## src/hdl/wtc_pkg.sv

```systemverilog
// wtc_pkg: shared types, token class codes, character codes and the exact-word table
// for the word token classifier; no dependencies
package wtc_pkg;

  localparam int LENGTH_LIMIT = 255;
  localparam int PREFIX_DEPTH = 6;
  localparam int PREFIX_W     = PREFIX_DEPTH * 8;
  localparam int CNT_W        = $clog2(LENGTH_LIMIT + 1);
  localparam int CLS_W        = 5;
  localparam int LEN_W        = 8;
  localparam int FIFO_DEPTH   = 4;
  localparam int PTR_W        = $clog2(FIFO_DEPTH);
  localparam int FCNT_W       = $clog2(FIFO_DEPTH + 1);
  localparam int NUM_EXACT    = 28;

  localparam logic [7:0] CH_SPACE  = 8'h20;
  localparam logic [7:0] CH_QUOTE  = 8'h22;
  localparam logic [7:0] CH_DOLLAR = 8'h24;
  localparam logic [7:0] CH_DOT    = 8'h2E;
  localparam logic [7:0] CH_ZERO   = 8'h30;
  localparam logic [7:0] CH_NINE   = 8'h39;

  localparam logic [CLS_W-1:0] TOK_IDENT  = 5'd0;
  localparam logic [CLS_W-1:0] TOK_ADD    = 5'd1;
  localparam logic [CLS_W-1:0] TOK_MUL    = 5'd2;
  localparam logic [CLS_W-1:0] TOK_END    = 5'd3;
  localparam logic [CLS_W-1:0] TOK_INT    = 5'd4;
  localparam logic [CLS_W-1:0] TOK_REAL   = 5'd5;
  localparam logic [CLS_W-1:0] TOK_REL    = 5'd6;
  localparam logic [CLS_W-1:0] TOK_OR     = 5'd7;
  localparam logic [CLS_W-1:0] TOK_AND    = 5'd8;
  localparam logic [CLS_W-1:0] TOK_NOT    = 5'd9;
  localparam logic [CLS_W-1:0] TOK_EQ     = 5'd10;
  localparam logic [CLS_W-1:0] TOK_SEMI   = 5'd11;
  localparam logic [CLS_W-1:0] TOK_COMMA  = 5'd12;
  localparam logic [CLS_W-1:0] TOK_LPAR   = 5'd13;
  localparam logic [CLS_W-1:0] TOK_RPAR   = 5'd14;
  localparam logic [CLS_W-1:0] TOK_LBRACE = 5'd15;
  localparam logic [CLS_W-1:0] TOK_RBRACE = 5'd16;
  localparam logic [CLS_W-1:0] TOK_ASSIGN = 5'd17;
  localparam logic [CLS_W-1:0] TOK_IF     = 5'd18;
  localparam logic [CLS_W-1:0] TOK_WHILE  = 5'd19;
  localparam logic [CLS_W-1:0] TOK_RETURN = 5'd20;
  localparam logic [CLS_W-1:0] TOK_ELSE   = 5'd21;
  localparam logic [CLS_W-1:0] TOK_STRING = 5'd22;
  localparam logic [CLS_W-1:0] TOK_TYPE   = 5'd23;

  // first character in the top byte, unused bytes zero
  localparam logic [PREFIX_W-1:0] EXACT_TEXT [NUM_EXACT] = '{
    {"+", 40'h0}, {"-", 40'h0},
    {"*", 40'h0}, {"/", 40'h0},
    {"<", 40'h0}, {"<=", 32'h0}, {">", 40'h0}, {">=", 32'h0},
    {"||", 32'h0},
    {"&&", 32'h0},
    {"!", 40'h0},
    {"!=", 32'h0}, {"==", 32'h0},
    {";", 40'h0}, {",", 40'h0}, {"(", 40'h0}, {")", 40'h0},
    {"{", 40'h0}, {"}", 40'h0}, {"=", 40'h0},
    {"if", 32'h0}, {"while", 8'h0}, "return", {"else", 16'h0},
    {"int", 24'h0}, {"float", 8'h0}, {"void", 16'h0}, {"char", 16'h0}
  };

  localparam logic [2:0] EXACT_LEN [NUM_EXACT] = '{
    3'd1, 3'd1, 3'd1, 3'd1, 3'd1, 3'd2, 3'd1, 3'd2, 3'd2, 3'd2, 3'd1, 3'd2, 3'd2,
    3'd1, 3'd1, 3'd1, 3'd1, 3'd1, 3'd1, 3'd1,
    3'd2, 3'd5, 3'd6, 3'd4, 3'd3, 3'd5, 3'd4, 3'd4
  };

  localparam logic [CLS_W-1:0] EXACT_CLS [NUM_EXACT] = '{
    TOK_ADD, TOK_ADD, TOK_MUL, TOK_MUL,
    TOK_REL, TOK_REL, TOK_REL, TOK_REL,
    TOK_OR, TOK_AND, TOK_NOT, TOK_EQ, TOK_EQ,
    TOK_SEMI, TOK_COMMA, TOK_LPAR, TOK_RPAR, TOK_LBRACE, TOK_RBRACE, TOK_ASSIGN,
    TOK_IF, TOK_WHILE, TOK_RETURN, TOK_ELSE,
    TOK_TYPE, TOK_TYPE, TOK_TYPE, TOK_TYPE
  };

  typedef struct packed {
    logic [PREFIX_DEPTH-1:0][7:0] prefix;
    logic [CNT_W-1:0]             count;
    logic                         all_digits;
    logic                         digits_or_dots;
    logic                         saw_quote;
  } word_state_t;

  typedef struct packed {
    logic       clear;
    logic       add;
    logic [7:0] ch;
  } word_ctl_t;

  typedef struct packed {
    logic [CLS_W-1:0] cls;
    logic [LEN_W-1:0] len;
    logic             last;
  } result_t;

  function automatic logic [LEN_W-1:0] sat_len(input logic [CNT_W-1:0] c);
    return (32'(c) > 32'd255) ? 8'hFF : LEN_W'(c);
  endfunction

endpackage

```

## src/hdl/wtc_word_acc.sv

```systemverilog
// wtc_word_acc: state of the word being scanned (prefix, count, class flags)
// depends on wtc_pkg
module wtc_word_acc (
  input  logic                clk,
  input  logic                rst_n,
  input  wtc_pkg::word_ctl_t  ctl,
  output wtc_pkg::word_state_t ws
);

  wtc_pkg::word_state_t ws_r, ws_nxt;
  logic digit;

  assign digit = (ctl.ch >= wtc_pkg::CH_ZERO) && (ctl.ch <= wtc_pkg::CH_NINE);

  always_comb begin
    ws_nxt = ws_r;
    if (ctl.clear) begin
      ws_nxt.prefix         = '0;
      ws_nxt.count          = '0;
      ws_nxt.all_digits     = 1'b1;
      ws_nxt.digits_or_dots = 1'b1;
      ws_nxt.saw_quote      = 1'b0;
    end else if (ctl.add) begin
      for (int i = 0; i < wtc_pkg::PREFIX_DEPTH; i++) begin
        if (32'(ws_r.count) == i) begin
          ws_nxt.prefix[wtc_pkg::PREFIX_DEPTH-1-i] = ctl.ch;
        end
      end
      if (32'(ws_r.count) < wtc_pkg::LENGTH_LIMIT) begin
        ws_nxt.count = ws_r.count + 1'b1;
      end
      if (!digit) begin
        ws_nxt.all_digits = 1'b0;
      end
      if (!digit && ctl.ch != wtc_pkg::CH_DOT) begin
        ws_nxt.digits_or_dots = 1'b0;
      end
      if (ctl.ch == wtc_pkg::CH_QUOTE) begin
        ws_nxt.saw_quote = 1'b1;
      end
    end
  end

  always_ff @(posedge clk) begin
    if (!rst_n) begin
      ws_r.prefix         <= '0;
      ws_r.count          <= '0;
      ws_r.all_digits     <= 1'b1;
      ws_r.digits_or_dots <= 1'b1;
      ws_r.saw_quote      <= 1'b0;
    end else begin
      ws_r <= ws_nxt;
    end
  end

  assign ws = ws_r;

endmodule

```

## src/hdl/wtc_classify.sv

```systemverilog
// wtc_classify: token class of the pending word from its prefix, length and flags
// depends on wtc_pkg
module wtc_classify (
  input  wtc_pkg::word_state_t        ws,
  output logic [wtc_pkg::CLS_W-1:0]   cls
);

  logic                       found;
  logic [wtc_pkg::CLS_W-1:0]  exact_cls;

  always_comb begin
    found     = 1'b0;
    exact_cls = wtc_pkg::TOK_IDENT;
    for (int k = 0; k < wtc_pkg::NUM_EXACT; k++) begin
      if (!found && (32'(ws.count) == 32'(wtc_pkg::EXACT_LEN[k])) &&
          (ws.prefix == wtc_pkg::EXACT_TEXT[k])) begin
        found     = 1'b1;
        exact_cls = wtc_pkg::EXACT_CLS[k];
      end
    end
  end

  always_comb begin
    if (found) begin
      cls = exact_cls;
    end else if (ws.all_digits) begin
      cls = wtc_pkg::TOK_INT;
    end else if (ws.digits_or_dots) begin
      cls = wtc_pkg::TOK_REAL;
    end else if (ws.saw_quote) begin
      cls = wtc_pkg::TOK_STRING;
    end else begin
      cls = wtc_pkg::TOK_IDENT;
    end
  end

endmodule

```

## src/hdl/wtc_result_fifo.sv

```systemverilog
// wtc_result_fifo: small result queue taking up to two results per cycle, one out
// depends on wtc_pkg
module wtc_result_fifo (
  input  logic                         clk,
  input  logic                         rst_n,
  input  logic [1:0]                   push_n,
  input  wtc_pkg::result_t             push0,
  input  wtc_pkg::result_t             push1,
  output logic                         room2,
  output logic                         out_valid,
  input  logic                         out_ready,
  output wtc_pkg::result_t             out_res
);

  wtc_pkg::result_t               mem_r [wtc_pkg::FIFO_DEPTH];
  logic [wtc_pkg::PTR_W-1:0]      wr_r, wr_nxt, rd_r, rd_nxt, wr_p1;
  logic [wtc_pkg::FCNT_W-1:0]     cnt_r, cnt_nxt;
  logic                           pop;

  assign out_valid = (cnt_r != '0);
  assign out_res   = mem_r[rd_r];
  assign pop       = out_valid && out_ready;
  assign room2     = (32'(cnt_r) + 2 <= wtc_pkg::FIFO_DEPTH);
  assign wr_p1     = wr_r + 1'b1;

  always_comb begin
    wr_nxt  = wr_r + wtc_pkg::PTR_W'(push_n);
    rd_nxt  = pop ? rd_r + 1'b1 : rd_r;
    cnt_nxt = cnt_r + wtc_pkg::FCNT_W'(push_n) - wtc_pkg::FCNT_W'(pop);
  end

  always_ff @(posedge clk) begin
    if (!rst_n) begin
      wr_r  <= '0;
      rd_r  <= '0;
      cnt_r <= '0;
    end else begin
      wr_r  <= wr_nxt;
      rd_r  <= rd_nxt;
      cnt_r <= cnt_nxt;
    end
  end

  always_ff @(posedge clk) begin
    if (push_n != 2'd0) begin
      mem_r[wr_r] <= push0;
    end
    if (push_n == 2'd2) begin
      mem_r[wr_p1] <= push1;
    end
  end

  a_no_overflow: assert property (@(posedge clk) disable iff (!rst_n)
    32'(cnt_r) + 32'(push_n) <= wtc_pkg::FIFO_DEPTH + 32'(pop))
    else $error("result queue overflow");

  a_count_track: assert property (@(posedge clk) disable iff (!rst_n)
    1'b1 |=> 32'(cnt_r) == 32'($past(cnt_r)) + 32'($past(push_n)) - 32'($past(pop)))
    else $error("result queue count out of step");

  a_ptr_match: assert property (@(posedge clk) disable iff (!rst_n)
    wtc_pkg::PTR_W'(wr_r - rd_r) == wtc_pkg::PTR_W'(cnt_r))
    else $error("result queue pointers disagree with count");

endmodule

```

## src/hdl/word_token_classifier_core.sv

```systemverilog
// word_token_classifier_core: top level, splits a byte stream into words and classifies them
// depends on wtc_pkg, wtc_word_acc, wtc_classify, wtc_result_fifo
//
// One text byte is taken per cycle whenever the queue has room for two results, so with
// the output side ready the block sustains one byte per clock. A word is classified in the
// cycle its closing space or end-of-text flag is taken, from the word state registers
// into a four-entry result queue; a leading '$' with no word pending queues an end
// result. Results leave one per cycle while the output side is ready; an end-of-text
// transfer with a pending word queues two results. No clearing pass is needed after reset.
module word_token_classifier_core (
  input  logic        clk,
  input  logic        rst_n,
  input  logic        in_tvalid,
  output logic        in_tready,
  input  logic [7:0]  in_tdata,   // [7:0] text_byte
  input  logic        in_tlast,   // end_of_text
  output logic        out_tvalid,
  input  logic        out_tready,
  output logic [7:0]  out_tdata,  // [7:0] word_length
  output logic [4:0]  out_tuser,  // [4:0] token_class
  output logic        out_tlast   // last_of_run
);

  wtc_pkg::word_state_t          ws;
  wtc_pkg::word_ctl_t            ctl;
  wtc_pkg::result_t              push0, push1, out_res;
  logic [wtc_pkg::CLS_W-1:0]     cls;
  logic [1:0]                    push_n;
  logic                          accept, has_word, room2;

  assign accept   = in_tvalid && in_tready;
  assign has_word = (ws.count != '0);

  wtc_word_acc u_word (
    .clk   (clk),
    .rst_n (rst_n),
    .ctl   (ctl),
    .ws    (ws)
  );

  wtc_classify u_cls (
    .ws  (ws),
    .cls (cls)
  );

  always_comb begin
    ctl.clear = 1'b0;
    ctl.add   = 1'b0;
    ctl.ch    = in_tdata;
    push_n    = 2'd0;
    push0     = '{cls: cls, len: wtc_pkg::sat_len(ws.count), last: 1'b1};
    push1     = '{cls: wtc_pkg::TOK_END, len: '0, last: 1'b1};
    if (accept) begin
      if (in_tlast) begin
        ctl.clear = 1'b1;
        if (has_word) begin
          push0.last = 1'b0;
          push_n     = 2'd2;
        end else begin
          push0  = '{cls: wtc_pkg::TOK_END, len: '0, last: 1'b1};
          push_n = 2'd1;
        end
      end else if (in_tdata == wtc_pkg::CH_SPACE) begin
        if (has_word) begin
          ctl.clear = 1'b1;
          push_n    = 2'd1;
        end
      end else if (in_tdata == wtc_pkg::CH_DOLLAR && !has_word) begin
        ctl.clear = 1'b1;
        push0     = '{cls: wtc_pkg::TOK_END, len: 8'd1, last: 1'b1};
        push_n    = 2'd1;
      end else begin
        ctl.add = 1'b1;
      end
    end
  end

  wtc_result_fifo u_fifo (
    .clk       (clk),
    .rst_n     (rst_n),
    .push_n    (push_n),
    .push0     (push0),
    .push1     (push1),
    .room2     (room2),
    .out_valid (out_tvalid),
    .out_ready (out_tready),
    .out_res   (out_res)
  );

  assign in_tready = room2;
  assign out_tdata = out_res.len;
  assign out_tuser = out_res.cls;
  assign out_tlast = out_res.last;

  a_clear_on_eot: assert property (@(posedge clk) disable iff (!rst_n)
    accept && in_tlast |=> ws.count == '0)
    else $error("word state not cleared after end of text");

  a_space_no_grow: assert property (@(posedge clk) disable iff (!rst_n)
    accept && !in_tlast && in_tdata == wtc_pkg::CH_SPACE |=> ws.count == '0)
    else $error("space left a pending word");

  a_two_only_eot: assert property (@(posedge clk) disable iff (!rst_n)
    push_n == 2'd2 |-> accept && in_tlast && has_word)
    else $error("two results from a transfer that is not end of text");

endmodule
```

## config.mk

```make
export PLATFORM = sky130hd
export DESIGN_NAME = word_token_classifier_core
export DESIGN_NICKNAME = d
export VERILOG_FILES = /design/src/hdl/wtc_pkg.sv /design/src/hdl/wtc_word_acc.sv /design/src/hdl/wtc_classify.sv /design/src/hdl/wtc_result_fifo.sv /design/src/hdl/word_token_classifier_core.sv
export SDC_FILE = /design/constraint.sdc
export NUM_CORES = 1
export LEC_CHECK = 0
export BUFFER_PORTS_ARGS = -buffer_cell sky130_fd_sc_hd__buf_2
export CELL_PAD_IN_SITES_DETAIL_PLACEMENT = 1
export CELL_PAD_IN_SITES_GLOBAL_PLACEMENT = 1
export CORE_ASPECT_RATIO = 1.2
export CORE_MARGIN = 2
export CORE_UTILIZATION = 25
export DETAILED_ROUTE_END_ITERATION = 16
export GPL_TIMING_DRIVEN = 0
export PLACE_DENSITY_LB_ADDON = 0.1
export SLEW_MARGIN = 20
export SYNTH_ARGS = -nofsm -noshare
export SYNTH_HDL_FRONTEND = slang
export SYNTH_SLANG_ARGS = --single-unit
```

## constraint.sdc

```tcl
create_clock -name clk -period 2.83 [get_ports clk]
set_input_delay 0.7075 -clock clk [delete_from_list [all_inputs] [get_ports clk]]
set_output_delay 0.7075 -clock clk [all_outputs]
set_load 0.02 [all_outputs]
```

==> impl_metrics.tcl <==
set metrics [dict create \
    outcome "finished, violations left" \
    violations "setup timing" \
    powerDensity_nw_per_um2 669 \
    dieArea_um2 28900 \
    clock_path_buffers 2 \
    seq_power_share_pct 36.0 \
    cp.arrival_ps 3260 \
    power_switching_uw 2000 \
    place.port_buffers 24 \
    clock_sinks 124 \
    cts_root_buf "clkbuf_16" \
    rsz0062_at_grt "yes" \
    rows 66 \
    dp_hpwl_um 19600 \
    crit_type "register to register" \
    synth_ff_type "dfxtp_1" \
    synth_edf_count 0 \
    clk_pin_slew_ps 60 \
    worstSkewPairLatency_ps 430 \
    synth_nets 844 \
    setup_viol 1 \
    power_frac_comb_pct 28.1 \
    slew_violations 0 \
    switching_share_pct 33.8 \
    drc 0 \
    gp_congestion 0.877 \
    via_per_inst 5.23 \
    die_h_um 186 \
    async_flop_share_pct 0 \
    wire_per_inst_um 21.3 \
    setup_slack_ps -105 \
    hold_path.class "register to register" \
    peakVddDrop_mv 0.305 \
    postCtsHoldBufs 0 \
    diodes 0 \
    synth_area_per_cell_um2 8.38 \
    detail_route.first_pass.iterations 4 \
    fin_crit_ps 2930 \
    area_growth_pct 28.4 \
    ant_nets 0 \
    cap_violations 0 \
    clock_skew_ps 9.06 \
    hold_viol_final 0 \
    synth_cells 821 \
    power.internal_uw 3910 \
    worst_setup_path_end_kind "register" \
    rrSetupSlack_ps -100 \
    p_clk_share_pct 35.9 \
    required_ps 3160 \
    yosysWarnings 0 \
    final.setup.tns_ps -105 \
    overflow 0 \
    syn_area_um2 6880 \
    grt_usage_pct 19.0 \
    synth_cell_types 72 \
    nets 914 \
    antenna_found_initial 0 \
    drive_gt1_share_pct 28.0 \
    finalPower_uw 5920 \
    path_max_fanout 10 \
    n_fill_cell 3190 \
    cp-startpoint "u_word.ws[8]" \
    p_leak_uw 0.00335 \
    die_x_um 155 \
    start_kind "register" \
    grt_pass1_vias 6969 \
    cts_tree "done" \
    worst_pin_slew_ps 749 \
    grt_max_degree 17 \
    initialDrtViolationCount 228 \
    cts_max_level 4 \
    core_um2 27100 \
    ioPinCount 29 \
    cts_made_buffers 17 \
    vias 6502 \
    timing.slew.headroom_pct 49.8 \
    routed_wl_um 26400 \
    grt_pass1_wl_um 41400 \
    finalCritPeriodShare_pct 104 \
    hp-start "u_fifo.mem_r[3][8]" \
    start_util_pct 25.4 \
    timing.rr.start "u_word.ws[8]" \
    ys_seq_area_share_pct 36.1 \
    max_freq_mhz 341 \
    ys_ff_latch 124 \
]
-- worst paths after layout --
path / to / cells after the start
max: u_fifo.cnt_r[2] / 11
min: u_fifo.mem_r[3][8] / 2
max reg2reg: u_fifo.cnt_r[2] / 11
min reg2reg: u_fifo.mem_r[3][8] / 2
-- layout make-up --
cell class              count  area (um2)  share of cell area, %
clock inverters            13         120                   1.36
plain buffers              46         315                   3.57
repair buffers             63         448                   5.07
clock buffers              18         439                   4.97
flip-flops and latches    124        2510                   28.4
well taps                 340         425                   4.81
multi-input cells         627        4530                   51.3
inverters                  12        45.0                  0.510
-- state kept, by name, summed over array words and instances (netlist names), named ones only --
name	cells
u_fifo.mem_r	56
u_fifo.cnt_r	3
u_fifo.wr_r	2
u_fifo.rd_r	2
u_word.ws	59
-- worst max-delay path: stages (launching register included) --
cell,delay [ps]
dfxtp_4,360
or4_4,600
or3_1,350
clkbuf_8,160
buf_4,130
nand3_4,90
buf_6,160
ha_4,210
fa_2,350
xor2_2,160
xnor2_1,120
and2_1,150
-- placed cells by master, fill, tap and decap left out, drive strengths merged, types with 7 or more instances in the layout --
cell type / count
ha: 9
nor2b: 7
a21oi: 48
o211ai: 7
or3: 18
buf: 83
mux4: 14
inv: 14
nor2: 119
clkinv: 7
nand2b: 10
o21ai: 10
and3: 11
dfxtp: 124
nor4: 27
and2: 13
a31oi: 12
nand3: 29
mux2i: 47
nor3: 27
o31ai: 7
nand4: 21
xor2: 7
nand2: 93
clkbuf: 44
-- metal layers --
layer | wire length, um | up-vias | global-route usage [%]
met5 | 0 | - | 0
met3 | 662 | 32 | 3.14
li1 | - | 3117 | -
met4 | 459 | 0 | 5.47
met2 | 14100 | 98 | 35.8
met1 | 11200 | 3255 | 21.9
-- power by group through the flow --
stage	Clock (uW)	Combinational, uW	Sequential [uW]
after floorplan	0	1070	2070
after global placement	0	1460	2110
after detailed placement	0	1500	2120
after CTS	2190	1560	2120
after global routing	2270	1820	2160
final	2120	1660	2130
-- what timing repair did --
item | 4_1_cts | 5_1_grt
gates cloned | 0 | 1
endpoints found under the setup margin | 114 | 124
setup buffers | 14 | 24
resized for setup | 67 | 96
pin swaps | 13 | 29
hold endpoints to repair | 0 | 0
-- through the flow --
step	area [um2]	util (%)	std cells	hold WS, ps	worst slack [ps]
after floorplan	6920	-	821	433	-29.5
after global placement	7470	27.6	1185	440	-1100
after detailed placement	7470	27.6	1185	447	-1140
after CTS	8360	30.9	1224	455	-162
after global routing	8840	32.6	1243	471	-207
final	8840	32.6	1243	454	-105
-- logic make-up (layout without fill, tap and decap cells) --
kind of cell / count (synthesis) / in the layout / synth area share (%)
adder cells (fa/ha/maj): 10 / 10 / 1.93
flip-flops: 124 / 124 / 36.1
AND/OR/NAND/NOR: 426 / 426 / 32.5
buffers and inverters: 70 / 152 / 4.78
XOR/XNOR: 12 / 12 / 1.53
multiplexers: 61 / 61 / 11.4
AO/OA/AOI/OAI: 118 / 118 / 11.7
-- cell usage after synthesis, types with 14 or more instances --
cell | instances | area, um2
mux4_2 | 14 | 315
nand4_1 | 21 | 131
mux2i_1 | 47 | 470
clkbuf_1 | 33 | 124
nor2_1 | 118 | 443
dfxtp_1 | 124 | 2480
buf_2 | 14 | 70.1
nor3_1 | 25 | 125
a21oi_1 | 42 | 210
nand2_1 | 87 | 327
or3_1 | 18 | 113
nor4_1 | 27 | 169
nand3_1 | 29 | 145
Power figures use the tool's default switching activity.
